<file path="src/rtl/core/wosc_pkg.sv">
// shared types and constants for the wavetable oscillator
package wosc_pkg;

  // fixed field widths
  localparam int FRAC_BITS     = 18;
  localparam int SAMPLE_W      = 32;
  localparam int TABLE_INDEX_W = 9;
  localparam int PHASE_W       = 18;
  localparam int SCALE_W       = 18;
  localparam int LOG_W         = 4;
  localparam int OP_W          = 2;
  localparam int CFG_INDEX_W   = 2;
  localparam int CFG_DATA_W    = 18;
  localparam int QUEUE_DEPTH   = 2;

  // operation codes of an input item
  localparam logic [OP_W-1:0] OP_SAMPLE      = 2'd0;
  localparam logic [OP_W-1:0] OP_TABLE_WRITE = 2'd1;
  localparam logic [OP_W-1:0] OP_SET_PHASE   = 2'd2;

  // configuration register indexes
  localparam logic [CFG_INDEX_W-1:0] CFG_PHASE_STEP_SCALE = 2'd0;
  localparam logic [CFG_INDEX_W-1:0] CFG_LOG_POINTS       = 2'd1;
  localparam logic [CFG_INDEX_W-1:0] CFG_TABLE_READY      = 2'd2;

  // command kinds handed from front to back
  typedef enum logic [1:0] {
    CMD_STEP,
    CMD_ZERO,
    CMD_WRITE,
    CMD_PHASE
  } cmd_kind_t;

  // one queued command; data holds increment, table word or phase
  typedef struct packed {
    cmd_kind_t                kind;
    logic [TABLE_INDEX_W-1:0] addr;
    logic [SAMPLE_W-1:0]      data;
  } cmd_t;

  // back end sequencer states
  typedef enum logic [1:0] {
    BK_IDLE,
    BK_FIRST,
    BK_SECOND
  } back_state_t;

endpackage

</file>
<file path="src/rtl/core/wosc_queue.sv">
// short command queue between front and back
module wosc_queue (
  input  logic           clk,
  input  logic           rst,
  input  logic           push,
  input  wosc_pkg::cmd_t push_cmd,
  output logic           push_ready,
  output logic           pop_valid,
  output wosc_pkg::cmd_t pop_cmd,
  input  logic           pop
);
  import wosc_pkg::*;

  localparam int PW = (QUEUE_DEPTH > 1) ? $clog2(QUEUE_DEPTH) : 1;
  localparam int CW = $clog2(QUEUE_DEPTH + 1);

  cmd_t          entries [QUEUE_DEPTH];
  logic [PW-1:0] wr_ptr;
  logic [PW-1:0] rd_ptr;
  logic [CW-1:0] count;
  logic          do_push;
  logic          do_pop;

  assign push_ready = count != CW'(QUEUE_DEPTH);
  assign pop_valid  = count != '0;
  assign pop_cmd    = entries[rd_ptr];
  assign do_push    = push && push_ready;
  assign do_pop     = pop && pop_valid;

  // pointers and fill count
  always_ff @(posedge clk) begin
    if (rst) begin
      wr_ptr <= '0;
      rd_ptr <= '0;
      count  <= '0;
    end else begin
      if (do_push) begin
        wr_ptr <= (wr_ptr == PW'(QUEUE_DEPTH - 1)) ? '0 : wr_ptr + PW'(1);
      end
      if (do_pop) begin
        rd_ptr <= (rd_ptr == PW'(QUEUE_DEPTH - 1)) ? '0 : rd_ptr + PW'(1);
      end
      if (do_push && !do_pop) begin
        count <= count + CW'(1);
      end else if (do_pop && !do_push) begin
        count <= count - CW'(1);
      end
    end
  end

  // entry storage
  always_ff @(posedge clk) begin
    if (do_push) begin
      entries[wr_ptr] <= push_cmd;
    end
  end

endmodule

</file>
<file path="config.mk">
export PLATFORM = sky130hd
export DESIGN_NAME = wosc_queue
export DESIGN_NICKNAME = d
export VERILOG_FILES = /design/src/rtl/core/wosc_pkg.sv /design/src/rtl/core/wosc_queue.sv
export SDC_FILE = /design/constraint.sdc
export NUM_CORES = 1
export LEC_CHECK = 0
export ABC_AREA = 1
export BUFFER_PORTS_ARGS = -buffer_cell sky130_fd_sc_hd__buf_2
export CAP_MARGIN = 25
export CELL_PAD_IN_SITES_DETAIL_PLACEMENT = 1
export CELL_PAD_IN_SITES_GLOBAL_PLACEMENT = 1
export CORE_MARGIN = 10
export CORE_UTILIZATION = 30
export CTS_CLUSTER_DIAMETER = 200
export CTS_CLUSTER_SIZE = 16
export DETAILED_ROUTE_END_ITERATION = 7
export PLACE_DENSITY_LB_ADDON = 0.1
export SLEW_MARGIN = 10
export SYNTH_ARGS = -nofsm -noshare
export SYNTH_HDL_FRONTEND = slang
export SYNTH_SLANG_ARGS = --single-unit
</file>
<file path="constraint.sdc">
create_clock -name clk -period 5.5 [get_ports clk]
set_input_delay 0.825 -clock clk [delete_from_list [all_inputs] [get_ports clk]]
set_output_delay 0.825 -clock clk [all_outputs]
set_load 0.01 [all_outputs]
</file>
## Word-level counts from Yosys, hierarchy flattened

Memory sizes are Yosys's and may differ from the RTL's. A register that Yosys moved wholly into a read port is not among the register bits.
Index checks and enable logic that the tools add are counted.

- $mul: 0
- Reduce and logical (&&, ||, !) cells: 8
- Mux-type cells: 8
- Div/mod/pow operators: 0
- $add $sub $neg: 4
- Eq/ne operators: 1
- Bitwise gates (word level): 0
- Shifts and indexed selects: 0
- Order comparisons: 0

Operator list:

| cell | number |
|---|---|
| $mux W1 | 6 |
| $logic_and A1 B1 Y1 | 4 |
| $mux W2 | 2 |
| $reduce_bool A2 Y1 | 2 |
| $add A1 B1 Y1 const B | 2 |
| $add A2 B1 Y2 const B | 1 |
| $logic_not A1 Y1 | 2 |
| $ne A2 B2 Y1 const B | 1 |
| $sub A2 B1 Y2 const B | 1 |

- Output and inout bits: 45
- Logic and storage cells: 25
- Bits in writable memories: 86
- Bits of input ports: 47
- Bits in latches: 0
- Register bits after elaboration: 4
- Memory bits (read-only): 0
- Memories: 1

Memories:

| memory | words | bits a word | read ports | clocked after Yosys merged registers in | wr ports | RTL line | text |
|---|---|---|---|---|---|---|---|
| entries | 2 | 43 | 1 | 1 | 1 | wosc_queue.sv:17 | `cmd_t entries [QUEUE_DEPTH];` |

## Longest topological paths before layout

- Depth in word-level cells: 6
- Mapped depth: 11
- Depth with buffers taken out: 11

## Worst setup path before layout

OpenSTA, ideal clock, no wires.

- Path kind: input-to-reg
- Start: input push
- End: memory entries[0][0] in the netlist's numbering, enable pin
- Stages: 2
- Path buffers: 0
- Slack: 2331 ps
- Arrival time: 2726 ps
- Cells stage by stage: nand2_1 -> nor2_1

- Longest elaborated chain between the ends: 3

Ends and longest elaborated chain:

| element | RTL line | text |
|---|---|---|
| from (decl) | wosc_queue.sv:5 | `input logic push,` |
| $logic_and A1 B1 Y1 | wosc_queue.sv:27 | `assign do_push = push && push_ready;` |
| $mux W1 | wosc_queue.sv:53 | `if (do_push) begin` |
| $mux W1 (not written as such) | wosc_queue.sv:54 | `entries[wr_ptr] <= push_cmd;` |
| to (decl) | wosc_queue.sv:17 |  |

Every way passes these cells.

==> out/qor.yml <==
clock_tree:
  clkSinkCount: 91
  cts_made_buffers: 9
  cts_htree_levels: 3
  cts-root-buf: "clkbuf_16"
  cts_hold_buffers: 0
  ctsResizeCount: 0
  cts_setup_buffers: 0
  clock_latency_ps: 330
  path_clk_slew_ps: 60
  clock_path_buffers: 2
  cts_tree: "done"
timing:
  tightest_slew_ps: 695
  tns_ps: 0
  fin_crit_sh: 0.546
  fmax_mhz: 333
  relSlewSlack: 0.537
  finalCriticalPeriod_ps: 3000
  setup_viol: 0
  slew_violations: 0
  fin_skew_ps: 4.99
  fin_ws_ps: 2500
  hold_violations: 0
  rsz0062_at_grt: "false"
synthesis:
  synth_edf_count: 86
  synthCells: 171
  ys.flop_type: "edfxtp_1"
  netlist.area_leader.share: 0.728
  syn_avg_cell_area_sq_um: 20.7
  yosys_warnings: 0
  synth.most_common_cell: "edfxtp_1"
  synth_fp_nets: 219
  async_flop_share: 0
  ys_types: 14
  synthTopCellsByArea: "edfxtp_1, mux2_4, dfxtp_1, buf_12, nand2_1"
  seq_area_frac_synth: 0.756
  yosysTopAreaCell: "edfxtp_1"
  synthesis.area_sq_um: 3550
  yosys_register_bits: 91
  synthTopCellsByCount: "edfxtp_1, mux2_4, nand2_1"
hold_path:
  min_path_type: "reg2reg"
  worstHoldPathCells: 2
layout:
  seq_area_sq_um: 2680
  final_layout_size_suffix_gt1_frac: 0.558
  diodes: 0
  multi_input_area_sq_um: 758
  fin_nets: 319
  syn_to_final_growth_pct: 26.5
  fillCellCount: 1172
drt:
  ant_nets: 0
  wl_per_cell_um: 17.0
  first_iter_violations: 48
  vias: 1770
  viasPerCell: 4.22
  remaining_drc_errors: 0
  drt_first_pass_iters: 3
  wl_um: 7120
floorplanning:
  fp.dieArea_sq_um: 16600
  initial_core_util: 0.308
  core_sq_um: 11500
  row_count: 39
  io_pins: 92
  die_h_um: 129
  die_w_um: 129
placed_design:
  place_ws_ps: 2790
  portBuffers: 91
  hpwl_um: 5060
  gp_congestion: 0.664
critical_path:
  cp_slowest_cell: "dfxtp_2"
  critPathMaxFanout: 24
  crit_path_end_kind: "output pin"
  worstPathArrival_ps: 2180
  critPathMaxStageDelay_ps: 770
  cp_cell_sequence: "buf_4 > mux2_2 > buf_2"
  r2r_cells: 5
  worstPathRequired_ps: 4680
  start_kind: "flip-flop"
  path_class: "reg2out"
status:
  status: "finished, final reports clean"
global_routing:
  grt_max_degree: 44
  grt_overflow: 0
  grtUsageTotal: 0.0880
  grt_pass1_wl_um: 10900
  antenna_found_initial: 0
  grt_pass1_vias: 2012
run:
  maxCapViolations: 0
power:
  vdd_drop_max_mv: 0.199
  pwr_density_cell_nw_per_um2: 477
  leakage_nw: 1.78
cell families (layout without fill, tap and decap cells):
| group | Yosys count | count (layout) | synth area share |
|---|---|---|---|
| adders and majority gates | 1 | 1 | 0.00353 |
| AOI/OAI and AO/OA | 4 | 4 | 0.00564 |
| DFF | 91 | 91 | 0.756 |
| and+or+nand+nor | 19 | 19 | 0.0215 |
| buffers and inverters | 13 | 118 | 0.0342 |
| muxes | 43 | 43 | 0.179 |
stage by stage:
step,area (sq um),utilization,cells,hold slack (ps),power [mW]
3_5_place_dp,4130,0.359,403,504,1.45
3_3_place_gp,4130,0.359,403,484,1.45
4_1_cts,4490,0.390,419,517,2.18
2_1_floorplan,3550,-,171,465,1.29
6_report,4490,0.390,419,506,2.14
5_1_grt,4490,0.390,419,553,2.26
flip-flops by register name, summed over array words and instances, names as in the netlist, named ones only:
register	count
count	2
rd_ptr	1
entries	86
wr_ptr	1
cell type report:
cell class	instances	share of cell area
timing repair buffer	94	0.107
clock buffer	11	0.0519
clock inverter	5	0.0279
multi-input combinational	67	0.169
tap	143	0.0399
inverter	8	0.00669
sequential	91	0.598
worst max-delay path: cells and delay by family, from the launching register on:
family,cells,cell delay [ps]
flip-flops,1,770
buffers and inverters,2,660
multiplexers,1,390
final timing paths:
kind / end / from / slack (ps)
setup reg to reg: entries[0][42] / count[0] / 3810
setup / recovery: pop_cmd[27] / flip-flop / 2500
hold reg to reg: flip-flop / rd_ptr / 510
hold / removal: flip-flop / rd_ptr / 510
placed cells by master, fill, tap and decap left out, types with 3 or more instances in the layout:
| cell type | count |
|---|---|
| buf_2 | 91 |
| buf_4 | 3 |
| clkbuf_16 | 9 |
| bufinv_16 | 4 |
| dfxtp_1 | 4 |
| nand2_1 | 9 |
| edfxtp_1 | 86 |
| nor2_1 | 5 |
| mux2_4 | 40 |
| inv_1 | 8 |
| mux2_2 | 3 |
routing by layer:
metal	vias up	global-route usage	share of wire
li1	847	-	-
met1	864	0.0916	0.40
met2	48	0.151	0.52
met3	11	0.0333	0.062
met4	0	0.0482	0.020
met5	-	0	0
power breakdown:
| group | leakage, nW | total (mW) | switching, mW | internal (mW) |
|---|---|---|---|---|
| clock network | 0.174 | 0.725 | 0.236 | 0.489 |
| registers | 0.844 | 0.926 | 0.0485 | 0.878 |
| logic | 0.764 | 0.488 | 0.245 | 0.243 |
(Power assumes the default switching activity.)
