## src/rtl/core/wosc_pkg.sv

```systemverilog
// shared types and constants for the wavetable oscillator
package wosc_pkg;

  // fixed field widths
  localparam int FRAC_BITS     = 18;
  localparam int SAMPLE_W      = 32;
  localparam int TABLE_INDEX_W = 9;
  localparam int PHASE_W       = 18;
  localparam int SCALE_W       = 18;
  localparam int LOG_W         = 4;
  localparam int OP_W          = 2;
  localparam int CFG_INDEX_W   = 2;
  localparam int CFG_DATA_W    = 18;
  localparam int QUEUE_DEPTH   = 2;

  // operation codes of an input item
  localparam logic [OP_W-1:0] OP_SAMPLE      = 2'd0;
  localparam logic [OP_W-1:0] OP_TABLE_WRITE = 2'd1;
  localparam logic [OP_W-1:0] OP_SET_PHASE   = 2'd2;

  // configuration register indexes
  localparam logic [CFG_INDEX_W-1:0] CFG_PHASE_STEP_SCALE = 2'd0;
  localparam logic [CFG_INDEX_W-1:0] CFG_LOG_POINTS       = 2'd1;
  localparam logic [CFG_INDEX_W-1:0] CFG_TABLE_READY      = 2'd2;

  // command kinds handed from front to back
  typedef enum logic [1:0] {
    CMD_STEP,
    CMD_ZERO,
    CMD_WRITE,
    CMD_PHASE
  } cmd_kind_t;

  // one queued command; data holds increment, table word or phase
  typedef struct packed {
    cmd_kind_t                kind;
    logic [TABLE_INDEX_W-1:0] addr;
    logic [SAMPLE_W-1:0]      data;
  } cmd_t;

  // back end sequencer states
  typedef enum logic [1:0] {
    BK_IDLE,
    BK_FIRST,
    BK_SECOND
  } back_state_t;

endpackage

```

## src/rtl/core/wosc_front.sv

```systemverilog
// front end: decodes input items and computes the phase increment
module wosc_front #(
  parameter int TABLE_DEPTH = 512
) (
  input  logic                                in_valid,
  output logic                                in_ready,
  input  logic [wosc_pkg::OP_W-1:0]           operation,
  input  logic signed [wosc_pkg::SAMPLE_W-1:0] frequency,
  input  logic [wosc_pkg::TABLE_INDEX_W-1:0]  table_index,
  input  logic signed [wosc_pkg::SAMPLE_W-1:0] table_word,
  input  logic [wosc_pkg::PHASE_W-1:0]        phase_value,
  input  logic [wosc_pkg::SCALE_W-1:0]        phase_step_scale,
  input  logic                                table_ready,
  input  logic                                push_ready,
  output logic                                push,
  output wosc_pkg::cmd_t                      push_cmd
);
  import wosc_pkg::*;

  localparam int PROD_W = SAMPLE_W + SCALE_W + 1;

  logic signed [PROD_W-1:0] prod;
  logic                     in_range;
  logic                     keep;

  // scale times frequency; the low phase bits of the floored shift form the increment
  assign prod     = $signed({1'b0, phase_step_scale}) * frequency;
  assign in_range = 32'(table_index) < TABLE_DEPTH;
  assign in_ready = push_ready;

  // classify the item
  always_comb begin
    keep          = 1'b0;
    push_cmd.kind = CMD_STEP;
    push_cmd.addr = table_index;
    push_cmd.data = SAMPLE_W'(prod[FRAC_BITS +: FRAC_BITS]);
    unique case (operation)
      OP_SAMPLE: begin
        keep          = 1'b1;
        push_cmd.kind = table_ready ? CMD_STEP : CMD_ZERO;
      end
      OP_TABLE_WRITE: begin
        keep          = in_range;
        push_cmd.kind = CMD_WRITE;
        push_cmd.data = table_word;
      end
      OP_SET_PHASE: begin
        keep          = 1'b1;
        push_cmd.kind = CMD_PHASE;
        push_cmd.data = SAMPLE_W'(phase_value);
      end
      default: begin
        keep = 1'b0;
      end
    endcase
  end

  assign push = in_valid && in_ready && keep;

endmodule

```

## config.mk

```make
export PLATFORM = sky130hd
export DESIGN_NAME = wosc_front
export DESIGN_NICKNAME = d
export VERILOG_FILES = /design/src/rtl/core/wosc_pkg.sv /design/src/rtl/core/wosc_front.sv
export SDC_FILE = /design/constraint.sdc
export NUM_CORES = 1
export LEC_CHECK = 0
export ABC_CLOCK_PERIOD_IN_PS = 15400
export BUFFER_PORTS_ARGS = -buffer_cell sky130_fd_sc_hd__buf_2
export CORE_MARGIN = 4
export CORE_UTILIZATION = 30
export DETAILED_ROUTE_END_ITERATION = 7
export PLACE_DENSITY = 0.55
export SYNTH_ARGS = -nofsm -noshare
export SYNTH_HDL_FRONTEND = slang
export SYNTH_SLANG_ARGS = --single-unit
```

## constraint.sdc

```tcl
create_clock -name vclk -period 15.4
set_input_delay 3.85 -clock vclk [all_inputs]
set_output_delay 3.85 -clock vclk [all_outputs]
set_load 0.01 [all_outputs]
```

Word-level counts from Yosys, hierarchy flattened

Index checks and enable logic that the tools add are counted.

$mul: 1
Equality and inequality tests: 2
Mux-type cells: 4
Reduce and logical (&&, ||, !) cells: 4

Operator list:

| cell                                                             | number |
|---|---|
| 32-bit case mux with 2 select lines                              | 1 |
| 19-bit by 32-bit multiplier with 36-bit output                   | 1 |
| 2-bit case mux with 3 select lines                               | 1 |
| 3-bit OR reduction                                               | 1 |
| 2-bit by 1-bit == test with 1-bit output (second input constant) | 1 |
| 2-bit == test (second input constant)                            | 1 |
| 1-bit logical AND                                                | 2 |
| 2-bit zero test                                                  | 1 |
| 1-bit two-way mux                                                | 2 |

Flip-flop bits (word level): 0
Output and inout bits: 45

Depth between registers and ports, before layout

Gate-level depths: netlist of the first run.

Word-level depth: 4
Mapped depth: 24
Gate-level depth less buffers: 22

Least setup slack after synthesis of the first run

No wires, ideal clock.

Path kind: input-to-output
Start point: in phase_step_scale[10] in the netlist's numbering
End point: out push_cmd[16] in the netlist's numbering
Arrival time: 9.691 ns
Data required time: 11.550 ns
Setup slack: 1.859 ns
Stages: 22
Buffers on the path: 2
Cell sequence: clkbuf_1 > clkbuf_1 > nand2_1 > fa_1 > inv_1 > fa_1 > fa_1 > fa_1 > fa_1 > inv_1 > fa_1 > inv_1 > ha_1 > a211oi_2 > o21ai_1 > or3_1 > a21o_1 > a31oi_4 > nor2_2 > a31o_4 > a2111oi_4 > a211oi_1

RTL lines:

| what        | line             | text |
|---|---|---|
| from (decl) | wosc_front.sv:12 | `input logic [wosc_pkg::SCALE_W-1:0] phase_step_scale,` |
| to (decl)   | wosc_front.sv:16 | `output wosc_pkg::cmd_t push_cmd` |

==> out/qor.csv, run 1 <==
stage,metric,value,unit
routing,vias per cell,4.52,
worst_setup_path,"most used cell, CP",fa_1,
finish,"most common cell after layout, fill and taps aside",inv_1,
place,GPL Wtd Cong,0.842,
routing,Residual DRC,0,
logic_synthesis,Unique masters post-synth,47,
worst_hold_path,hold_sp,table_index[2],
finish,Reg area,0,um^2
logic_synthesis,compound-gate portion of the synthesized area,4.51,%
worst_setup_path,worst stage delay on the critical path,0.58,ns
place,port buffer count,141,
finish,Fillers,5403,
timing,Final TNS setup,0,ns
logic_synthesis,Post-Synth XOR/XNOR Area,2.71,%
die,chip height,233,um
logic_synthesis,syn_nets,2375,
worst_setup_path,worst endpoint data arrival time,10.52,ns
timing,slew margin rel.,30.9,%
grt,vias in the first global route,12626,
routing,vias,11283,
logic_synthesis,combinational family with the most area after synthesis,adder cells,
timing,# setup viols final,0,
grt,largest net degree at the start of global routing,33,
logic_synthesis,top-area cell type share of the netlist area,51.9,%
finish,Seq cells,0,
timing,fin crit share,93.3,%
logic_synthesis,cell area after synthesis,15200,um^2
worst_setup_path,CP max stage cell,fa_1,
logic_synthesis,dominant cell type by area after synthesis,fa_1,
logic_synthesis,Synth area leaders,"fa_1 (52%), inv_1 (12%), and2_1 (11%)",
worst_setup_path,CP Max Fanout,32,
logic_synthesis,mux cell area share after synthesis,0,%
finish,clkbuf count,0,
worst_setup_path,WP depth,22,
worst_setup_path,startpoint type of the worst setup path,primary input,
grt,initial antenna violation count,2,
die,die width,233,um
logic_synthesis,Mapped Cells,1771,
logic_synthesis,Synth warnings,0,
worst_setup_path,crit-path cells,"buf_2, nand2_1, fa_1, fa_1, fa_1, inv_1, fa_1, fa_1, inv_1, fa_1, inv_1, ha_1, a211oi_2, o21ai_1, or3_1, a21o_1, a31oi_4, nor2_2, a31o_4, a2111oi_4, a211oi_1, buf_2",
place,Final HPWL DP,34700,um
timing,max-slew violation count,0,
logic_synthesis,syn avg cell area,8.58,um^2
logic_synthesis,sequential area share after synthesis,0,%
worst_setup_path,Buffers & Inverters on Critical Path,5,
finish,Area Overhead vs Synth,7.93,%
worst_setup_path,critical path class,primary input to output pin,
grt,grt total ovfl,0,
finish,fraction of layout cells with a size suffix above 1,8.27,%
timing,Max Clk Rate,0.0696,GHz
worst_setup_path,Crit path required time,11.55,ns
outcome,status,"finished, final reports clean",
flow_run,Max Cap Viol,0,
die,standard-cell rows,82,
grt,first-pass GRT wire length,67900,um
finish,fin nets,2432,
finish,most frequent cells in the layout,"inv_1 (504), fa_1 (394), and2_1 (262)",
die,die area,54300,um^2
die,core area,50100,um^2
worst_setup_path,Setup crit end kind,output pin,
routing,DRT iter0 DRCs,458,
worst_setup_path,Top delay family on crit path,adder cells,
timing,Final Critical Period,14.37,ns
die,# IOs,159,
grt,global router's overall resource usage,15.6,%
routing,routed len/inst,16.6,um
worst_hold_path,worst-case hold path end point,push_cmd[34],
timing,final hold violation count,0,
clocking,Post-CTS Hold Fix Bufs,0,
logic_synthesis,Synth Area in Adders,59.8,%
timing,unrepaired setup endpoints after global routing,no,
timing,actual slew at the worst max-slew pin,1.04,ns
routing,first drt pass iteration count,5,
clocking,post-CTS setup buffer count,0,
die,Initial Util,30.3,%
routing,final WL,41600,um
logic_synthesis,post-synthesis simple-gate area fraction,18.0,%
worst_hold_path,Hold Crit Class,primary input to output pin,
routing,Post-DRT Antenna Nets,0,
worst_hold_path,Cells on Worst Hold Path,0,
clocking,cts repair resizes,0,
final cells by class:
| class | count | area [um^2] | share of cell area, % |
|---|---|---|---|
| antenna | 1 | 2.50 | 0.0153 |
| tap | 672 | 841 | 5.13 |
| timing repair buffer | 145 | 736 | 4.49 |
| inverter | 504 | 1890 | 11.5 |
| multi-input combinational | 1177 | 12900 | 78.8 |
worst max-delay path by stage:
stage                         start           end  slack [ns]
5_1_grt         phase_step_scale[4]  push_cmd[16]        0.69
6_report        phase_step_scale[4]  push_cmd[16]        1.03
2_1_floorplan  phase_step_scale[10]  push_cmd[16]        1.86
4_1_cts         phase_step_scale[4]  push_cmd[16]        1.02
3_3_place_gp    phase_step_scale[2]  push_cmd[16]        1.06
3_5_place_dp    phase_step_scale[4]  push_cmd[16]        1.04
layer usage:
layer / vias up / GRT usage (%) / part of all wire, %
li1: 5106 / - / -
met1: 5906 / 21.0 / 43
met2: 234 / 28.4 / 51
met3: 37 / 0.661 / 3.3
met4: 0 / 2.65 / 2.0
met5: - / 0 / 0
kinds of logic after synthesis:
family,Yosys count
compound gates,97
xor+xnor,47
fa+ha+maj,490
buf+inv,594
simple gates,543
cells in the mapped netlist (all sizes together) (2+ instances only):
| cell type | n |
|---|---|
| clkbuf | 79 |
| xnor2 | 36 |
| a211oi | 4 |
| o21bai | 3 |
| a22oi | 11 |
| o21ai | 11 |
| nand3 | 3 |
| a21oi | 32 |
| and2 | 262 |
| a2111oi | 2 |
| nand2 | 249 |
| fa | 394 |
| a21o | 9 |
| xor2 | 11 |
| ha | 96 |
| buf | 11 |
| nand4 | 3 |
| a221oi | 3 |
| or3 | 4 |
| inv | 504 |
| o22ai | 2 |
| a31oi | 4 |
| a22o | 4 |
| o21a | 2 |
| nor3 | 2 |
| nor2 | 15 |
stage by stage:
step	instance area [um^2]	hold slack, ns	utilization [%]	worst slack (ns)	cells
final	16400	7.70	32.7	1.03	2499
after CTS	16400	7.70	32.7	1.02	2498
after floorplan	15200	7.79	-	1.86	1771
after global placement	16400	7.70	32.7	1.06	2498
after detailed placement	16400	7.70	32.7	1.04	2498
after global routing	16400	7.70	32.7	0.689	2499
Power of run 1 is not shown: default switching activity piles up to over one toggle a cycle in this logic, so the estimate is an artifact.
==> run 2: changes to the inputs <==
--- a/config.mk
+++ b/config.mk
@@ -7,10 +7,11 @@
 export LEC_CHECK = 0
 export ABC_CLOCK_PERIOD_IN_PS = 15400
 export BUFFER_PORTS_ARGS = -buffer_cell sky130_fd_sc_hd__buf_2
-export CORE_MARGIN = 4
+export CORE_MARGIN = 8
 export CORE_UTILIZATION = 30
 export DETAILED_ROUTE_END_ITERATION = 7
 export PLACE_DENSITY = 0.55
+export SLEW_MARGIN = 15
 export SYNTH_ARGS = -nofsm -noshare
 export SYNTH_HDL_FRONTEND = slang
 export SYNTH_SLANG_ARGS = --single-unit
==> out/qor.csv, run 2 (synthesis gave the netlist of run 1 again) <==
stage,metric,value,unit
outcome,status,"finished, final reports clean",
routing,Residual DRC,0,
grt,initial antenna violation count,2,
finish,Fillers,5386,
routing,vias per cell,4.51,
worst_hold_path,Hold Crit Class,primary input to output pin,
die,die width,241,um
finish,fraction of layout cells with a size suffix above 1,8.27,%
finish,"most common cell after layout, fill and taps aside",inv_1,
place,port buffer count,141,
grt,global router's overall resource usage,15.0,%
die,standard-cell rows,82,
routing,DRT iter0 DRCs,577,
die,# IOs,159,
timing,max-slew violation count,0,
timing,Final Critical Period,14.48,ns
clocking,cts repair resizes,0,
timing,# setup viols final,0,
routing,routed len/inst,17.0,um
timing,unrepaired setup endpoints after global routing,no,
timing,final hold violation count,0,
clocking,Post-CTS Hold Fix Bufs,0,
finish,fin nets,2432,
routing,vias,11272,
place,GPL Wtd Cong,0.855,
worst_setup_path,worst endpoint data arrival time,10.63,ns
timing,actual slew at the worst max-slew pin,1.01,ns
flow_run,Max Cap Viol,0,
finish,Area Overhead vs Synth,7.93,%
finish,Reg area,0,um^2
worst_setup_path,startpoint type of the worst setup path,primary input,
routing,Post-DRT Antenna Nets,0,
routing,first drt pass iteration count,5,
grt,first-pass GRT wire length,69500,um
timing,Final TNS setup,0,ns
die,Initial Util,30.3,%
clocking,post-CTS setup buffer count,0,
worst_setup_path,Crit path required time,11.55,ns
worst_setup_path,Setup crit end kind,output pin,
timing,fin crit share,94.0,%
timing,slew margin rel.,32.4,%
timing,Max Clk Rate,0.0691,GHz
routing,final WL,42600,um
grt,largest net degree at the start of global routing,33,
die,die area,58100,um^2
place,Final HPWL DP,35300,um
grt,vias in the first global route,12930,
finish,Seq cells,0,
worst_setup_path,critical path class,primary input to output pin,
finish,clkbuf count,0,
finish,most frequent cells in the layout,"inv_1 (504), fa_1 (394), and2_1 (262)",
grt,grt total ovfl,0,
die,core area,50100,um^2
worst_setup_path,CP Max Fanout,32,
die,chip height,241,um
[run 2: cell counts in the layout (fill, tap and decap cells not counted)]
Identical to the previous run, type by type.
[run 2: cell type report]
cell class / instances / area (um^2) / share of cell area (%)
multi-input combinational: 1177 / 12900 / 78.8
inverter: 504 / 1890 / 11.5
tap: 672 / 841 / 5.13
timing repair buffer: 145 / 736 / 4.49
antenna: 1 / 2.50 / 0.0153
[run 2: per-stage QoR]
step | util, % | cell area (um^2) | hold slack, ns | instances | worst slack [ns]
after global placement | 32.7 | 16400 | 7.70 | 2498 | 0.935
after floorplan | - | 15200 | 7.79 | 1771 | 1.86
after detailed placement | 32.7 | 16400 | 7.70 | 2498 | 0.908
final | 32.7 | 16400 | 7.70 | 2499 | 0.920
after CTS | 32.7 | 16400 | 7.70 | 2498 | 0.909
after global routing | 32.7 | 16400 | 7.70 | 2499 | 0.643
[run 2: path summary, 6_finish.rpt]
| check | startpoint | endpoint | slack [ns] | cells past startpoint |
|---|---|---|---|---|
| min | table_index[2] | push_cmd[34] | 7.70 | 0 |
| max | phase_step_scale[4] | push_cmd[16] | 0.92 | 22 |
[run 2: critical path: stages]
cell       delay [ns]
buf_2            0.53
nand2_1          0.17
fa_1             0.57
fa_1             0.54
fa_1             0.51
inv_1            0.05
fa_1             0.49
fa_1             0.49
inv_1            0.05
fa_1             0.47
inv_1            0.04
ha_1             0.34
a211oi_2         0.41
o21ai_1          0.24
or3_1            0.39
a21o_1           0.25
a31oi_4          0.28
nor2_2           0.10
a31o_4           0.27
a2111oi_4        0.34
a211oi_1         0.08
buf_2            0.15
[run 2: routing by layer]
| metal | share of wire (%) | GRT usage [%] | wire length (um) |
|---|---|---|---|
| met5 | 0 | 0 | 0 |
| met4 | 1.2 | 1.92 | 523 |
| met3 | 2.8 | 0.776 | 1200 |
| met2 | 52 | 27.8 | 22200 |
| met1 | 44 | 19.6 | 18700 |
Power of run 2 is left out for the same reason.
==> run 3: changes to the inputs <==
--- a/config.mk
+++ b/config.mk
@@ -8,9 +8,9 @@
 export ABC_CLOCK_PERIOD_IN_PS = 15400
 export BUFFER_PORTS_ARGS = -buffer_cell sky130_fd_sc_hd__buf_2
 export CORE_MARGIN = 8
-export CORE_UTILIZATION = 30
+export CORE_UTILIZATION = 34
 export DETAILED_ROUTE_END_ITERATION = 7
-export PLACE_DENSITY = 0.55
+export PLACE_DENSITY = 0.6
 export SLEW_MARGIN = 15
 export SYNTH_ARGS = -nofsm -noshare
 export SYNTH_HDL_FRONTEND = slang
==> out/qor.csv, run 3 (synthesis gave the netlist of run 1 again) <==
stage,metric,value,unit
finish,Seq cells,0,
worst_setup_path,worst endpoint data arrival time,10.88,ns
timing,Final Critical Period,14.73,ns
clocking,post-CTS setup buffer count,0,
grt,vias in the first global route,12845,
timing,slew margin rel.,30.0,%
routing,DRT iter0 DRCs,484,
clocking,Post-CTS Hold Fix Bufs,0,
grt,initial antenna violation count,1,
place,port buffer count,141,
timing,fin crit share,95.7,%
die,standard-cell rows,77,
worst_setup_path,critical path class,primary input to output pin,
routing,Residual DRC,0,
place,Final HPWL DP,34000,um
timing,Final TNS setup,0,ns
grt,global router's overall resource usage,16.1,%
timing,Max Clk Rate,0.0679,GHz
clocking,cts repair resizes,0,
timing,actual slew at the worst max-slew pin,1.05,ns
worst_setup_path,Buffers & Inverters on Critical Path,6,
worst_setup_path,crit-path cells,"buf_2, buf_4, nand2_1, fa_1, inv_1, fa_1, fa_1, fa_1, fa_1, inv_1, fa_1, inv_1, ha_1, a21oi_1, o21ai_0, nor3_1, nand3_1, a31oi_4, nor2_2, a31o_4, a2111oi_4, a211oi_1, buf_2",
die,Initial Util,34.4,%
die,# IOs,159,
worst_setup_path,CP max stage cell,fa_1,
worst_setup_path,startpoint type of the worst setup path,primary input,
routing,first drt pass iteration count,7,
die,die area,51700,um^2
worst_setup_path,Top delay family on crit path,adder cells,
routing,final WL,40700,um
worst_setup_path,"most used cell, CP",fa_1,
place,GPL Wtd Cong,0.935,
worst_hold_path,Hold Crit Class,primary input to output pin,
worst_setup_path,CP Max Fanout,16,
worst_setup_path,worst stage delay on the critical path,0.58,ns
finish,Area Overhead vs Synth,7.32,%
finish,Fillers,4607,
worst_setup_path,Crit path required time,11.55,ns
timing,max-slew violation count,0,
die,core area,44100,um^2
worst_setup_path,Setup crit end kind,output pin,
flow_run,Max Cap Viol,0,
outcome,status,"finished, final reports clean",
finish,"most common cell after layout, fill and taps aside",inv_1,
die,die width,227,um
grt,grt total ovfl,0,
routing,vias per cell,4.65,
finish,clkbuf count,0,
die,chip height,227,um
routing,Post-DRT Antenna Nets,0,
timing,# setup viols final,0,
routing,routed len/inst,16.8,um
routing,vias,11258,
timing,unrepaired setup endpoints after global routing,no,
finish,most frequent cells in the layout,"inv_1 (504), fa_1 (394), and2_1 (262)",
finish,fin nets,2433,
finish,fraction of layout cells with a size suffix above 1,8.32,%
timing,final hold violation count,0,
finish,Reg area,0,um^2
grt,largest net degree at the start of global routing,34,
grt,first-pass GRT wire length,66800,um
## run 3: cell types whose count changed in the layout (fill, tap and decap cells not counted)
| cell | delta |
|---|---|
| buf_4 | +1 |
## run 3: per-layer routing
layer	wire length, um	global-route usage [%]
met2	21000	29.4
met5	0	0
met4	1040	3.87
met3	1480	1.26
met1	17200	20.5
## run 3: cell type report
| class | count | area, um^2 | share of cell area (%) |
|---|---|---|---|
| inverters | 504 | 1890 | 11.6 |
| multi-input cells | 1177 | 12900 | 79.3 |
| well taps | 592 | 741 | 4.54 |
| diodes | 1 | 2.50 | 0.0154 |
| repair buffers | 146 | 743 | 4.56 |
## run 3: path summary, 6_finish.rpt
check                           startpoint            to  slack (ns)  cells after the start
worst max-delay path  phase_step_scale[10]  push_cmd[16]        0.67                     23
worst min-delay path        table_index[2]  push_cmd[34]        7.70                      0
## run 3: per-stage QoR
step                      cell area (um^2)  setup WS, ns  hold slack (ns)  util, %  std cells
after CTS                            16300         0.601             7.70     36.9       2419
after global placement               16300         0.670             7.70     36.9       2419
after floorplan                      15200          1.86             7.79        -       1771
after detailed placement             16300         0.634             7.70     36.9       2419
final                                16300         0.669             7.70     36.9       2420
after global routing                 16300         0.359             7.70     36.9       2419
Power of run 3 is left out for the same reason.
